===== src/rtl/mls_pkg.sv =====
`timescale 1ns / 1ps
// ----------------------------------------------------------------------------
// Matrix line sums package
// Shared widths, result and register codes, and the column store request.
// ----------------------------------------------------------------------------
package mls_pkg;

  // Field and accumulator widths
  localparam int unsigned SUM_W     = 40;
  localparam int unsigned IDX_W     = 5;
  localparam int unsigned CNT_W     = 6;
  localparam int unsigned CFG_IDX_W = 2;
  localparam int unsigned KIND_W    = 2;
  localparam int unsigned IN_W      = 32;

  // Parameter defaults
  localparam int unsigned DEF_MAX_COLS      = 32;
  localparam int unsigned DEF_MAX_ROWS      = 32;
  localparam int unsigned DEF_ELEMENT_WIDTH = 32;

  // Largest line count the line index can address
  localparam int unsigned LINE_LIMIT = 32;

  // Result kinds
  localparam logic [KIND_W-1:0] KIND_ROW  = 2'd0;
  localparam logic [KIND_W-1:0] KIND_COL  = 2'd1;
  localparam logic [KIND_W-1:0] KIND_MAIN = 2'd2;
  localparam logic [KIND_W-1:0] KIND_ANTI = 2'd3;

  // Configuration register indexes
  localparam logic [CFG_IDX_W-1:0] CFG_ROW_COUNT = 2'd0;
  localparam logic [CFG_IDX_W-1:0] CFG_COL_COUNT = 2'd1;

  // Request from the sequencer to the column store
  typedef struct packed {
    logic             rd_en;
    logic [IDX_W-1:0] rd_addr;
    logic             wr_en;
    logic [IDX_W-1:0] wr_addr;
    logic [SUM_W-1:0] wr_data;
    logic             clear;
  } col_req_t;

  // Map a count register onto 1..limit
  function automatic logic [CNT_W-1:0] clamp_count(input logic [CNT_W-1:0] v,
                                                   input logic [CNT_W-1:0] limit);
    logic [CNT_W-1:0] r;
    r = v;
    if (v == '0) begin
      r = CNT_W'(1);
    end else if (v > limit) begin
      r = limit;
    end
    return r;
  endfunction

endpackage


===== src/rtl/matrix_line_sums_core.sv =====
`timescale 1ns / 1ps
// ----------------------------------------------------------------------------
// Matrix line sums core
// Row, column and diagonal sums of a matrix streamed in row-major order.
// ----------------------------------------------------------------------------
// Channel  Direction  Handshake                 Payload
// in       sink       in_valid_i / in_stall_o   element_i
// out      source     out_valid_o / out_stall_i sum_kind_o, line_index_o,
//                                               line_sum_o, last_o
// cfg      sink       cfg_valid_i / cfg_ready_o cfg_index_i, cfg_data_i
//
// For each element, one shared 40-bit adder updates the column, row, main
// and anti sums in turn, after a registered column store read.
// A row end adds a step to load the row sum; a matrix end reads, then loads,
// each column (one store read port), then the diagonals of a square matrix.
// Reset, and any configuration write to a listed register, clears all sums.
// A stalled result holds the sequencer only where it must load the next one.
// ----------------------------------------------------------------------------
module matrix_line_sums_core import mls_pkg::*; #(
  parameter int unsigned MAX_COLS      = DEF_MAX_COLS,
  parameter int unsigned MAX_ROWS      = DEF_MAX_ROWS,
  parameter int unsigned ELEMENT_WIDTH = DEF_ELEMENT_WIDTH
) (
  input  logic                 clk_i,
  input  logic                 rst_ni,
  // Element channel
  input  logic                 in_valid_i,
  output logic                 in_stall_o,
  input  logic [IN_W-1:0]      element_i,
  // Result channel
  output logic                 out_valid_o,
  input  logic                 out_stall_i,
  output logic [KIND_W-1:0]    sum_kind_o,
  output logic [IDX_W-1:0]     line_index_o,
  output logic [SUM_W-1:0]     line_sum_o,
  output logic                 last_o,
  // Configuration channel
  input  logic                 cfg_valid_i,
  output logic                 cfg_ready_o,
  input  logic [CFG_IDX_W-1:0] cfg_index_i,
  input  logic [CNT_W-1:0]     cfg_data_i
);

  localparam int unsigned COL_LIM = (MAX_COLS < LINE_LIMIT) ? MAX_COLS : LINE_LIMIT;
  localparam int unsigned ROW_LIM = (MAX_ROWS < LINE_LIMIT) ? MAX_ROWS : LINE_LIMIT;

  // Sequencer states
  localparam logic [3:0] ST_IDLE   = 4'd0;
  localparam logic [3:0] ST_COL    = 4'd1;
  localparam logic [3:0] ST_ROW    = 4'd2;
  localparam logic [3:0] ST_MAIN   = 4'd3;
  localparam logic [3:0] ST_ANTI   = 4'd4;
  localparam logic [3:0] ST_ROWOUT = 4'd5;
  localparam logic [3:0] ST_RD     = 4'd6;
  localparam logic [3:0] ST_COLOUT = 4'd7;
  localparam logic [3:0] ST_DMAIN  = 4'd8;
  localparam logic [3:0] ST_DANTI  = 4'd9;

  logic [3:0]        state_q, state_d;
  logic [CNT_W-1:0]  row_cnt_q, row_cnt_d;
  logic [CNT_W-1:0]  col_cnt_q, col_cnt_d;
  logic [IDX_W-1:0]  row_pos_q, row_pos_d;
  logic [IDX_W-1:0]  col_pos_q, col_pos_d;
  logic [SUM_W-1:0]  row_sum_q, row_sum_d;
  logic [SUM_W-1:0]  main_q, main_d;
  logic [SUM_W-1:0]  anti_q, anti_d;
  logic [SUM_W-1:0]  elem_q, elem_d;

  logic              out_valid_q;
  logic [KIND_W-1:0] out_kind_q, out_kind_d;
  logic [IDX_W-1:0]  out_idx_q, out_idx_d;
  logic [SUM_W-1:0]  out_sum_q, out_sum_d;
  logic              out_last_q, out_last_d;
  logic              out_load;
  logic              out_free;

  logic [CNT_W-1:0]  rows_eff, cols_eff;
  logic              square;
  logic              row_end, mat_end, col_end;
  logic              main_hit, anti_hit;
  logic              in_fire, cfg_fire, clear_all;
  logic [SUM_W-1:0]  elem_ext;
  logic [SUM_W-1:0]  acc_a, acc_sum;
  logic [SUM_W-1:0]  col_rd_data;
  col_req_t          col_req;

  // Column sum store
  mls_colstore #(
    .DEPTH (COL_LIM)
  ) u_colstore (
    .clk_i     (clk_i),
    .rst_ni    (rst_ni),
    .req_i     (col_req),
    .rd_data_o (col_rd_data)
  );

  // Effective geometry
  assign rows_eff = clamp_count(row_cnt_q, CNT_W'(ROW_LIM));
  assign cols_eff = clamp_count(col_cnt_q, CNT_W'(COL_LIM));
  assign square   = (rows_eff == cols_eff);
  assign col_end  = ({1'b0, col_pos_q} == (cols_eff - CNT_W'(1)));
  assign row_end  = ({1'b0, row_pos_q} == (rows_eff - CNT_W'(1)));
  assign mat_end  = row_end;
  assign main_hit = square && (row_pos_q == col_pos_q);
  assign anti_hit = square &&
                    (({1'b0, row_pos_q} + {1'b0, col_pos_q}) == (rows_eff - CNT_W'(1)));

  // Sign-extend the element's low bits
  assign elem_ext = {{(SUM_W - ELEMENT_WIDTH){element_i[ELEMENT_WIDTH-1]}},
                     element_i[ELEMENT_WIDTH-1:0]};

  // Handshakes
  assign in_stall_o  = (state_q != ST_IDLE);
  assign cfg_ready_o = (state_q == ST_IDLE);
  assign in_fire     = in_valid_i && !in_stall_o;
  assign cfg_fire    = cfg_valid_i && cfg_ready_o;
  assign out_free    = !out_valid_q || !out_stall_i;

  // Shared adder: pick the accumulator for this step
  always_comb begin
    unique case (state_q)
      ST_COL:  acc_a = col_rd_data;
      ST_ROW:  acc_a = row_sum_q;
      ST_MAIN: acc_a = main_q;
      ST_ANTI: acc_a = anti_q;
      default: acc_a = '0;
    endcase
  end

  assign acc_sum = acc_a + elem_q;

  // Sequencer
  always_comb begin
    state_d    = state_q;
    row_cnt_d  = row_cnt_q;
    col_cnt_d  = col_cnt_q;
    row_pos_d  = row_pos_q;
    col_pos_d  = col_pos_q;
    row_sum_d  = row_sum_q;
    main_d     = main_q;
    anti_d     = anti_q;
    elem_d     = elem_q;
    col_req    = '0;
    out_load   = 1'b0;
    out_kind_d = KIND_ROW;
    out_idx_d  = '0;
    out_sum_d  = '0;
    out_last_d = 1'b0;
    clear_all  = 1'b0;

    unique case (state_q)
      ST_IDLE: begin
        // Take register writes; a listed register starts a new matrix
        if (cfg_fire) begin
          if (cfg_index_i == CFG_ROW_COUNT) begin
            row_cnt_d = cfg_data_i;
            clear_all = 1'b1;
          end else if (cfg_index_i == CFG_COL_COUNT) begin
            col_cnt_d = cfg_data_i;
            clear_all = 1'b1;
          end
        end
        // Latch the element and fetch its column sum
        if (in_fire) begin
          elem_d          = elem_ext;
          col_req.rd_en   = 1'b1;
          col_req.rd_addr = col_pos_q;
          state_d         = ST_COL;
        end
      end
      ST_COL: begin
        col_req.wr_en   = 1'b1;
        col_req.wr_addr = col_pos_q;
        col_req.wr_data = acc_sum;
        state_d         = ST_ROW;
      end
      ST_ROW: begin
        row_sum_d = acc_sum;
        state_d   = ST_MAIN;
      end
      ST_MAIN: begin
        if (main_hit) begin
          main_d = acc_sum;
        end
        state_d = ST_ANTI;
      end
      ST_ANTI: begin
        if (anti_hit) begin
          anti_d = acc_sum;
        end
        if (col_end) begin
          state_d = ST_ROWOUT;
        end else begin
          col_pos_d = col_pos_q + IDX_W'(1);
          state_d   = ST_IDLE;
        end
      end
      ST_ROWOUT: begin
        // Emit the row sum; it is the only result unless the matrix ends
        if (out_free) begin
          out_load   = 1'b1;
          out_kind_d = KIND_ROW;
          out_idx_d  = row_pos_q;
          out_sum_d  = row_sum_q;
          out_last_d = !mat_end;
          row_sum_d  = '0;
          col_pos_d  = '0;
          if (mat_end) begin
            state_d = ST_RD;
          end else begin
            row_pos_d = row_pos_q + IDX_W'(1);
            state_d   = ST_IDLE;
          end
        end
      end
      ST_RD: begin
        // Column position doubles as the drain index
        col_req.rd_en   = 1'b1;
        col_req.rd_addr = col_pos_q;
        state_d         = ST_COLOUT;
      end
      ST_COLOUT: begin
        if (out_free) begin
          out_load   = 1'b1;
          out_kind_d = KIND_COL;
          out_idx_d  = col_pos_q;
          out_sum_d  = col_rd_data;
          out_last_d = col_end && !square;
          if (!col_end) begin
            col_pos_d = col_pos_q + IDX_W'(1);
            state_d   = ST_RD;
          end else if (square) begin
            state_d = ST_DMAIN;
          end else begin
            clear_all = 1'b1;
            state_d   = ST_IDLE;
          end
        end
      end
      ST_DMAIN: begin
        if (out_free) begin
          out_load   = 1'b1;
          out_kind_d = KIND_MAIN;
          out_sum_d  = main_q;
          state_d    = ST_DANTI;
        end
      end
      ST_DANTI: begin
        if (out_free) begin
          out_load   = 1'b1;
          out_kind_d = KIND_ANTI;
          out_sum_d  = anti_q;
          out_last_d = 1'b1;
          clear_all  = 1'b1;
          state_d    = ST_IDLE;
        end
      end
      default: begin
        state_d = ST_IDLE;
      end
    endcase

    // Clear accumulators and positions for the next matrix
    if (clear_all) begin
      row_sum_d     = '0;
      main_d        = '0;
      anti_d        = '0;
      row_pos_d     = '0;
      col_pos_d     = '0;
      col_req.clear = 1'b1;
    end
  end

  // Control and accumulator registers
  always_ff @(posedge clk_i or negedge rst_ni) begin
    if (!rst_ni) begin
      state_q   <= ST_IDLE;
      row_cnt_q <= CNT_W'(1);
      col_cnt_q <= CNT_W'(1);
      row_pos_q <= '0;
      col_pos_q <= '0;
      row_sum_q <= '0;
      main_q    <= '0;
      anti_q    <= '0;
    end else begin
      state_q   <= state_d;
      row_cnt_q <= row_cnt_d;
      col_cnt_q <= col_cnt_d;
      row_pos_q <= row_pos_d;
      col_pos_q <= col_pos_d;
      row_sum_q <= row_sum_d;
      main_q    <= main_d;
      anti_q    <= anti_d;
    end
  end

  // Element holding register
  always_ff @(posedge clk_i) begin
    elem_q <= elem_d;
  end

  // Output register: hold while stalled, drop once transferred
  always_ff @(posedge clk_i or negedge rst_ni) begin
    if (!rst_ni) begin
      out_valid_q <= 1'b0;
    end else if (out_load) begin
      out_valid_q <= 1'b1;
    end else if (!out_stall_i) begin
      out_valid_q <= 1'b0;
    end
  end

  always_ff @(posedge clk_i) begin
    if (out_load) begin
      out_kind_q <= out_kind_d;
      out_idx_q  <= out_idx_d;
      out_sum_q  <= out_sum_d;
      out_last_q <= out_last_d;
    end
  end

  assign out_valid_o  = out_valid_q;
  assign sum_kind_o   = out_kind_q;
  assign line_index_o = out_idx_q;
  assign line_sum_o   = out_sum_q;
  assign last_o       = out_last_q;

`ifndef SYNTHESIS
  // Positions stay inside the configured matrix while waiting for an element
  a_pos_in_range: assert property (@(posedge clk_i) disable iff (!rst_ni)
    (state_q == ST_IDLE) |-> (({1'b0, col_pos_q} < cols_eff) &&
                              ({1'b0, row_pos_q} < rows_eff)))
    else $error("position outside the configured matrix");

  // An accepted element goes straight to the column update
  a_accept_to_col: assert property (@(posedge clk_i) disable iff (!rst_ni)
    in_fire |=> (state_q == ST_COL))
    else $error("accepted element did not start the column update");

  // Diagonal results carry line index zero
  a_diag_index: assert property (@(posedge clk_i) disable iff (!rst_ni)
    (out_valid_o && ((sum_kind_o == KIND_MAIN) || (sum_kind_o == KIND_ANTI)))
      |-> (line_index_o == '0))
    else $error("diagonal result with non-zero line index");

  // A result is never overwritten while stalled
  a_no_overwrite: assert property (@(posedge clk_i) disable iff (!rst_ni)
    out_load |-> out_free)
    else $error("result loaded over a stalled result");

  // The anti diagonal is always the final result of its matrix
  a_anti_last: assert property (@(posedge clk_i) disable iff (!rst_ni)
    (out_valid_o && (sum_kind_o == KIND_ANTI)) |-> last_o)
    else $error("anti diagonal result not marked last");
`endif

endmodule


===== src/rtl/mls_colstore.sv =====
`timescale 1ns / 1ps
// ----------------------------------------------------------------------------
// Matrix line sums column store
// Column sum memory with one read and one write port, a registered read
// and per-entry valid bits; an entry that is not valid reads as zero.
// ----------------------------------------------------------------------------
module mls_colstore import mls_pkg::*; #(
  parameter int unsigned DEPTH = 32
) (
  input  logic             clk_i,
  input  logic             rst_ni,
  input  col_req_t         req_i,
  output logic [SUM_W-1:0] rd_data_o
);

  localparam int unsigned AW = (DEPTH > 1) ? $clog2(DEPTH) : 1;

  logic [SUM_W-1:0] mem_q [DEPTH];
  logic [DEPTH-1:0] vld_q;
  logic [SUM_W-1:0] rd_q;
  logic             rd_vld_q;

  // Store written column sums
  always_ff @(posedge clk_i) begin
    if (req_i.wr_en) begin
      mem_q[req_i.wr_addr[AW-1:0]] <= req_i.wr_data;
    end
  end

  // Track written entries, drop all on clear
  always_ff @(posedge clk_i or negedge rst_ni) begin
    if (!rst_ni) begin
      vld_q <= '0;
    end else if (req_i.clear) begin
      vld_q <= '0;
    end else if (req_i.wr_en) begin
      vld_q[req_i.wr_addr[AW-1:0]] <= 1'b1;
    end
  end

  // Registered read, hold between reads
  always_ff @(posedge clk_i) begin
    if (req_i.rd_en) begin
      rd_q <= mem_q[req_i.rd_addr[AW-1:0]];
    end
  end

  always_ff @(posedge clk_i or negedge rst_ni) begin
    if (!rst_ni) begin
      rd_vld_q <= 1'b0;
    end else if (req_i.rd_en) begin
      rd_vld_q <= vld_q[req_i.rd_addr[AW-1:0]];
    end
  end

  assign rd_data_o = rd_vld_q ? rd_q : '0;

endmodule

===== config.mk =====
export PLATFORM = sky130hd
export DESIGN_NAME = matrix_line_sums_core
export DESIGN_NICKNAME = d
export VERILOG_FILES = /design/src/rtl/mls_pkg.sv /design/src/rtl/matrix_line_sums_core.sv /design/src/rtl/mls_colstore.sv
export SDC_FILE = /design/constraint.sdc
export NUM_CORES = 2
export LEC_CHECK = 0
export BUFFER_PORTS_ARGS = -buffer_cell sky130_fd_sc_hd__buf_4
export CORE_UTILIZATION = 47
export CTS_BUF_LIST = sky130_fd_sc_hd__clkbuf_16
export CTS_CLUSTER_SIZE = 24
export DETAILED_ROUTE_END_ITERATION = 10
export GPL_TIMING_DRIVEN = 0
export PLACE_DENSITY_LB_ADDON = 0.2
export SETUP_SLACK_MARGIN = 0.4
export SYNTH_ARGS = -nofsm -noshare
export SYNTH_HDL_FRONTEND = slang
export SYNTH_SLANG_ARGS = --single-unit

===== constraint.sdc =====
create_clock -name clk_i -period 6.9 [get_ports clk_i]
set_input_delay 1.035 -clock clk_i [delete_from_list [all_inputs] [get_ports clk_i]]
set_output_delay 1.035 -clock clk_i [all_outputs]
set_load 0.01 [all_outputs]

======== Word-level counts from Yosys, hierarchy flattened ========
Memories as Yosys holds them, arrays and structs flattened. A register that Yosys moved wholly into a read port is not among the register bits.
Index checks and enable logic that the tools add are counted.
word-level totals
  memories ................................ 1
  output and inout port bits .............. 51
  flip-flop bits (word level) ............. 260
  RAM bits ................................ 1,280
  word-level logic and storage cells ...... 162
  bits of input ports ..................... 45
memories
  memory            depth  width  rd ports  clocked after Yosys merged registers in  write ports  line                RTL
  u_colstore.mem_q  32     40     1         1                                        1            mls_colstore.sv:18  logic [SUM_W-1:0] mem_q [DEPTH];
cells by class
  bitwise operators ....................... 2
  muxes and demuxes ....................... 72
  reductions and logical operators ........ 36
  equal/unequal tests ..................... 24
  $add $sub $neg .......................... 6
  order comparisons ....................... 5
operators by type and width
  operator               count
  $mux W40               13
  $pmux W40 S4           2
  $pmux W40 S2           1
  $mux W32               2
  $mux W5                10
  $mux W46               1
  $add A40 B40 Y40       1
  $pmux W4 S10           1
  $or A32 B32 Y32        1
  $mux W6                5
  $mux W4                7
  $mux W1                18
  $eq A4 B3 Y1 const B   4
  $pmux W5 S3            1
  $reduce_bool A2 Y1     7
  $eq A5 B6 Y1           2
  $eq A6 B6 Y1           2
  $gt A6 B6 Y1 const B   2
  $logic_not A6 Y1       2
  $lt A5 B6 Y1 const B   2
  $pmux W6 S2            1
  $sub A6 B1 Y6 const B  2
  $add A5 B1 Y5 const B  2
  $pmux W5 S2            1
  other kinds (29)       55

======== Logic depth before layout (Yosys ltp) ========
  word-level depth ........................ 11
  depth in mapped cells ................... 18
  depth with buffers taken out ............ 15

======== Modules after synthesis ========
From an unflattened synthesis, not the netlist that was laid out.
second synthesis, totals
  cells, all modules ...................... 3,510
  area total of the unflattened synthesis .. 64,912.3 µm²
modules (own cells, without submodules)
  module                 area an instance (µm²)  times used  cells each  seq. area each (µm²)
  mls_colstore           51,393.0                1           2,087       40,463.8
  matrix_line_sums_core  13,519.2                1           1,423       6,083.3

======== Least setup slack after synthesis ========
OpenSTA, ideal clock, no wires.
  kind .................................... flip-flop to flip-flop
  start point ............................. register state_q[0]
  end point ............................... memory u_colstore.mem_q[0][38] (data pin)
  required time ........................... 6.455 ns
  data arrival time ....................... 5.088 ns
  path buffers ............................ 3
  stages on the path, launching flop included .. 17
  clock period less this slack ............ 5.533 ns
  path slack .............................. 1.367 ns
  setup time .............................. 0.445 ns
  cell sequence ........................... dfrtp_1 -> clkbuf_1 -> buf_1 -> nor2b_1 -> nand2_1 -> clkbuf_1 -> o21ai_0 -> a221o_1 -> ha_1 -> a21o_1 -> a211o_1 -> o211a_1 -> or3_1 -> a311oi_2 -> o211ai_1 -> and3_1 -> nor3_1
RTL lines
  item                    line                          RTL
  start, declared         matrix_line_sums_core.sv:59   logic [3:0] state_q, state_d;
  start signal, assigned  matrix_line_sums_core.sv:286  state_q <= state_d;
  end, declared           mls_colstore.sv:18

==> results.py <==
metrics = {
    "sta": {
        "min_period_over_period": 0.915,
        "finalHoldWorstSlack_ns": 0.200,
        "setup_ws_post_layout_ns": 0.584,
        "min_cycle_time_layout_ns": 6.32,
        "clock.fmax_ghz": 0.158,
        "finalHoldViolCount": 0,
        "fin_setup_tns_ns": 0,
        "slew_headroom": -0.132,
        "setup_viol_count_final": 0,
        "worstMarginPinSlew_ns": 1.70,
        "slew_viol_final": 15,
        "clock-skew-final_ns": 0.0248,
        "rsz0062_at_grt": "false",
    },
    "clocking": {
        "clock_tree.htree_level_count": 4,
        "cts.clk_slew.worst_paths_ns": 0.06,
        "tritoncts": "built",
        "cts_sinks": 1580,
        "ctsLongestPathBuffers": 3,
        "clk-insertion-delay-late_ns": 0.80,
        "clock_root_buffer": "clkbuf_16",
        "cts_hold_buf": 0,
        "cts-buffers-inserted": 165,
    },
    "yosys": {
        "synth.top_cells.by_area": "edfxtp_1, dfrtp_1, mux4_2",
        "syn-instance-count": 4371,
        "synth-main-ff-cell": "edfxtp_1",
        "flops_latches_synth": 1580,
        "number_of_enable_type_register_cells_in_the_synthesized_netlist": 1400,
        "synth.yosys.seq_area_share": 0.701,
        "synth_area_per_cell_um2": 15.2,
        "synth_async_sr_flop_share": 0.114,
        "syn_nets": 4466,
        "post_synth_num_cell_types": 84,
        "synth_top_area_frac": 0.634,
        "yosys_warnings": 0,
        "synth_top_cell_by_area": "edfxtp_1",
        "mappedNetlistArea_um2": 66400,
    },
    "critical_path": {
        "crit_path_capture_type": "flip-flop",
        "cp-start-kind": "flip-flop",
        "worst_reg2reg_path_startpoint": "state_q[1]",
        "cp.required_ns": 7.53,
        "worst_setup_path_startpoint": "state_q[1]",
        "path_class": "flip-flop to flip-flop",
        "worst-endpoint-arrival_ns": 6.95,
        "cp_max_fo": 14,
    },
    "routing": {
        "vias": 41000,
        "route.detailed.vias_per_inst": 6.13,
        "detail_route.drc_violations": 0,
        "detail_route.first_pass.iterations": 7,
        "avgRoutedWirePerCell_um": 28.9,
        "drt-initial-drc-count": 4665,
        "postRouteWirelength_mm": 194,
        "antenna_violating_nets_post_route": 0,
    },
    "power": {
        "pwr_per_cell_area_nw_per_um2": 420,
        "static_leakage_nw": 26.3,
        "totalPowerFinal_mw": 31.9,
        "max-vdd-ir-drop_mv": 0.348,
    },
    "placed_design": {
        "routabilityCongestion": 0.962,
        "place_inst": 6388,
        "port_buffers": 95,
        "detailedPlacementHpwl_mm": 132,
        "detailedPlace.worstSlack_ns": -0.164,
        "placed_cell_area_um2": 70700,
    },
    "grt": {
        "grt_start_max_net_pins": 112,
        "global_route.usage.total": 0.271,
        "grt_antenna_before_repair": 7,
        "first_pass_grt_wire_length_mm": 278,
        "grt.overflow.total": 0,
        "number_of_global_route_vias_before_repair": 40100,
    },
    "floorplan": {
        "initial_core_util": 0.474,
        "dieWidth_um": 378,
        "die_height_um": 378,
        "core_area_um2": 140000,
        "num_io_pins": 96,
        "floorplan.rows": 137,
        "dieArea_um2": 143000,
    },
    "outcome": {
        "violations": "capacitance limit, slew limit",
        "run_status": "finished with violations",
    },
    "run": {
        "drv_cap": 2,
    },
    "layout": {
        "flow.area_growth_from_synthesis_pct": 14.5,
        "post-route-util": 0.543,
        "layout-drive-gt1-share": 0.172,
        "final_cell_count_no_fill": 6698,
        "layout_common_cells": "edfxtp_1, nand2_1, nor2_1",
        "final_design_area_no_fill_um2": 76000,
        "number_of_filler_instances_in_the_final_layout": 11400,
        "final_net_count": 4783,
        "final_common_cell": "edfxtp_1",
    },
    "min_path": {
        "hold_class": "primary input to asynchronous set/reset pin",
    },
}
==> routing by layer <==
| layer | wire (µm) | global-route usage |
|---|---|---|
| met5 | 26 | 0 |
| met4 | 9140 | 0.120 |
| met1 | 79300 | 0.373 |
| met2 | 89300 | 0.421 |
| met3 | 15900 | 0.0493 |
==> final cells by class <==
| cell class | count | area, µm² | area share |
|---|---|---|---|
| repair buffers | 148 | 1700 | 0.0224 |
| plain buffers | 295 | 1190 | 0.0157 |
| diodes | 2 | 5.00 | 0.0000659 |
| clock buffers | 168 | 4200 | 0.0553 |
| flip-flops and latches | 1580 | 46500 | 0.613 |
| inverters | 28 | 105 | 0.00138 |
| multi-input cells | 2470 | 19000 | 0.250 |
| clock inverters | 131 | 888 | 0.0117 |
| well taps | 1876 | 2350 | 0.0309 |
==> power breakdown <==
part	leakage [nW]	switching (mW)	internal [mW]	total, mW
Clock	2.69	3.67	4.77	8.44
Combinational	8.29	7.32	3.20	10.5
Sequential	15.3	0.410	12.6	13.0
Total	26.3	11.4	20.5	31.9
==> state kept, by name, summed over array words and instances, names as in the netlist <==
name	flops
line_sum_o	40
row_pos_q	5
col_pos_q	5
row_cnt_q	6
out_valid_o	1
last_o	1
main_q	40
sum_kind_o	2
anti_q	40
line_index_o	5
u_colstore.vld_q	32
u_colstore.mem_q	1280
elem_q	32
col_cnt_q	6
row_sum_q	40
u_colstore.rd_q	40
u_colstore.rd_vld_q	1
state_q	4
==> worst max-delay path, stage by stage, from the launching register on <==
cell and delay [ns]:
dfrtp_1 0.32, buf_2 0.23, inv_2 0.10, nor4_2 0.99, clkbuf_1 0.70, a221o_1 0.30, ha_1 0.32, a21oi_1 0.59
o211a_1 0.24, o21ai_0 0.07, or3_1 0.51, a311oi_2 0.38, o211ai_1 0.25, and3_1 0.31, nor3_4 0.55, buf_6 0.26
==> logic make-up (layout without fill, tap and decap cells) <==
family | Yosys count | in the layout | synth area share
flops | 1580 | 1580 | 0.701
simple gates | 1006 | 1008 | 0.0651
compound gates | 854 | 854 | 0.0863
mux | 502 | 502 | 0.110
buf+inv | 323 | 770 | 0.0195
xor+xnor | 56 | 56 | 0.00760
fa+ha+maj | 50 | 50 | 0.00965
other cells | 0 | 2 | 0
==> Yosys cell counts, drive strengths merged (20+ instances only) <==
master,number
edfxtp,1400
nand2,424
nor2,323
clkbuf,223
o21ai,219
a21oi,190
dfrtp,178
mux2,172
mux4,167
mux2i,163
nand3,125
a31oi,94
a311oi,83
buf,72
o211ai,54
ha,48
a222oi,40
a221o,38
and2,35
xnor2,35
inv,28
a22o,25
xor2,20
==> path summary, 6_finish.rpt <==
path,cells past startpoint,end,slack [ns]
min,1,state_q[1],0.20
max in group asynchronous,2,row_sum_q[23],5.62
max,15,u_colstore.mem_q[16][38],0.58
min in group clk_i,1,elem_q[18],0.41
min reg2reg,2,u_colstore.vld_q[19],0.49
max reg2reg,15,u_colstore.mem_q[16][38],0.58
==> repair_timing <==
item,4_1_cts,5_1_grt
endpoints found under the setup margin,178,452
buffers inserted,0,6
cloned,0,2
endpoints found under the hold margin,0,0
pin swaps,0,5
resized for setup,6,8
Note: power is estimated with default switching activity, not from simulation.
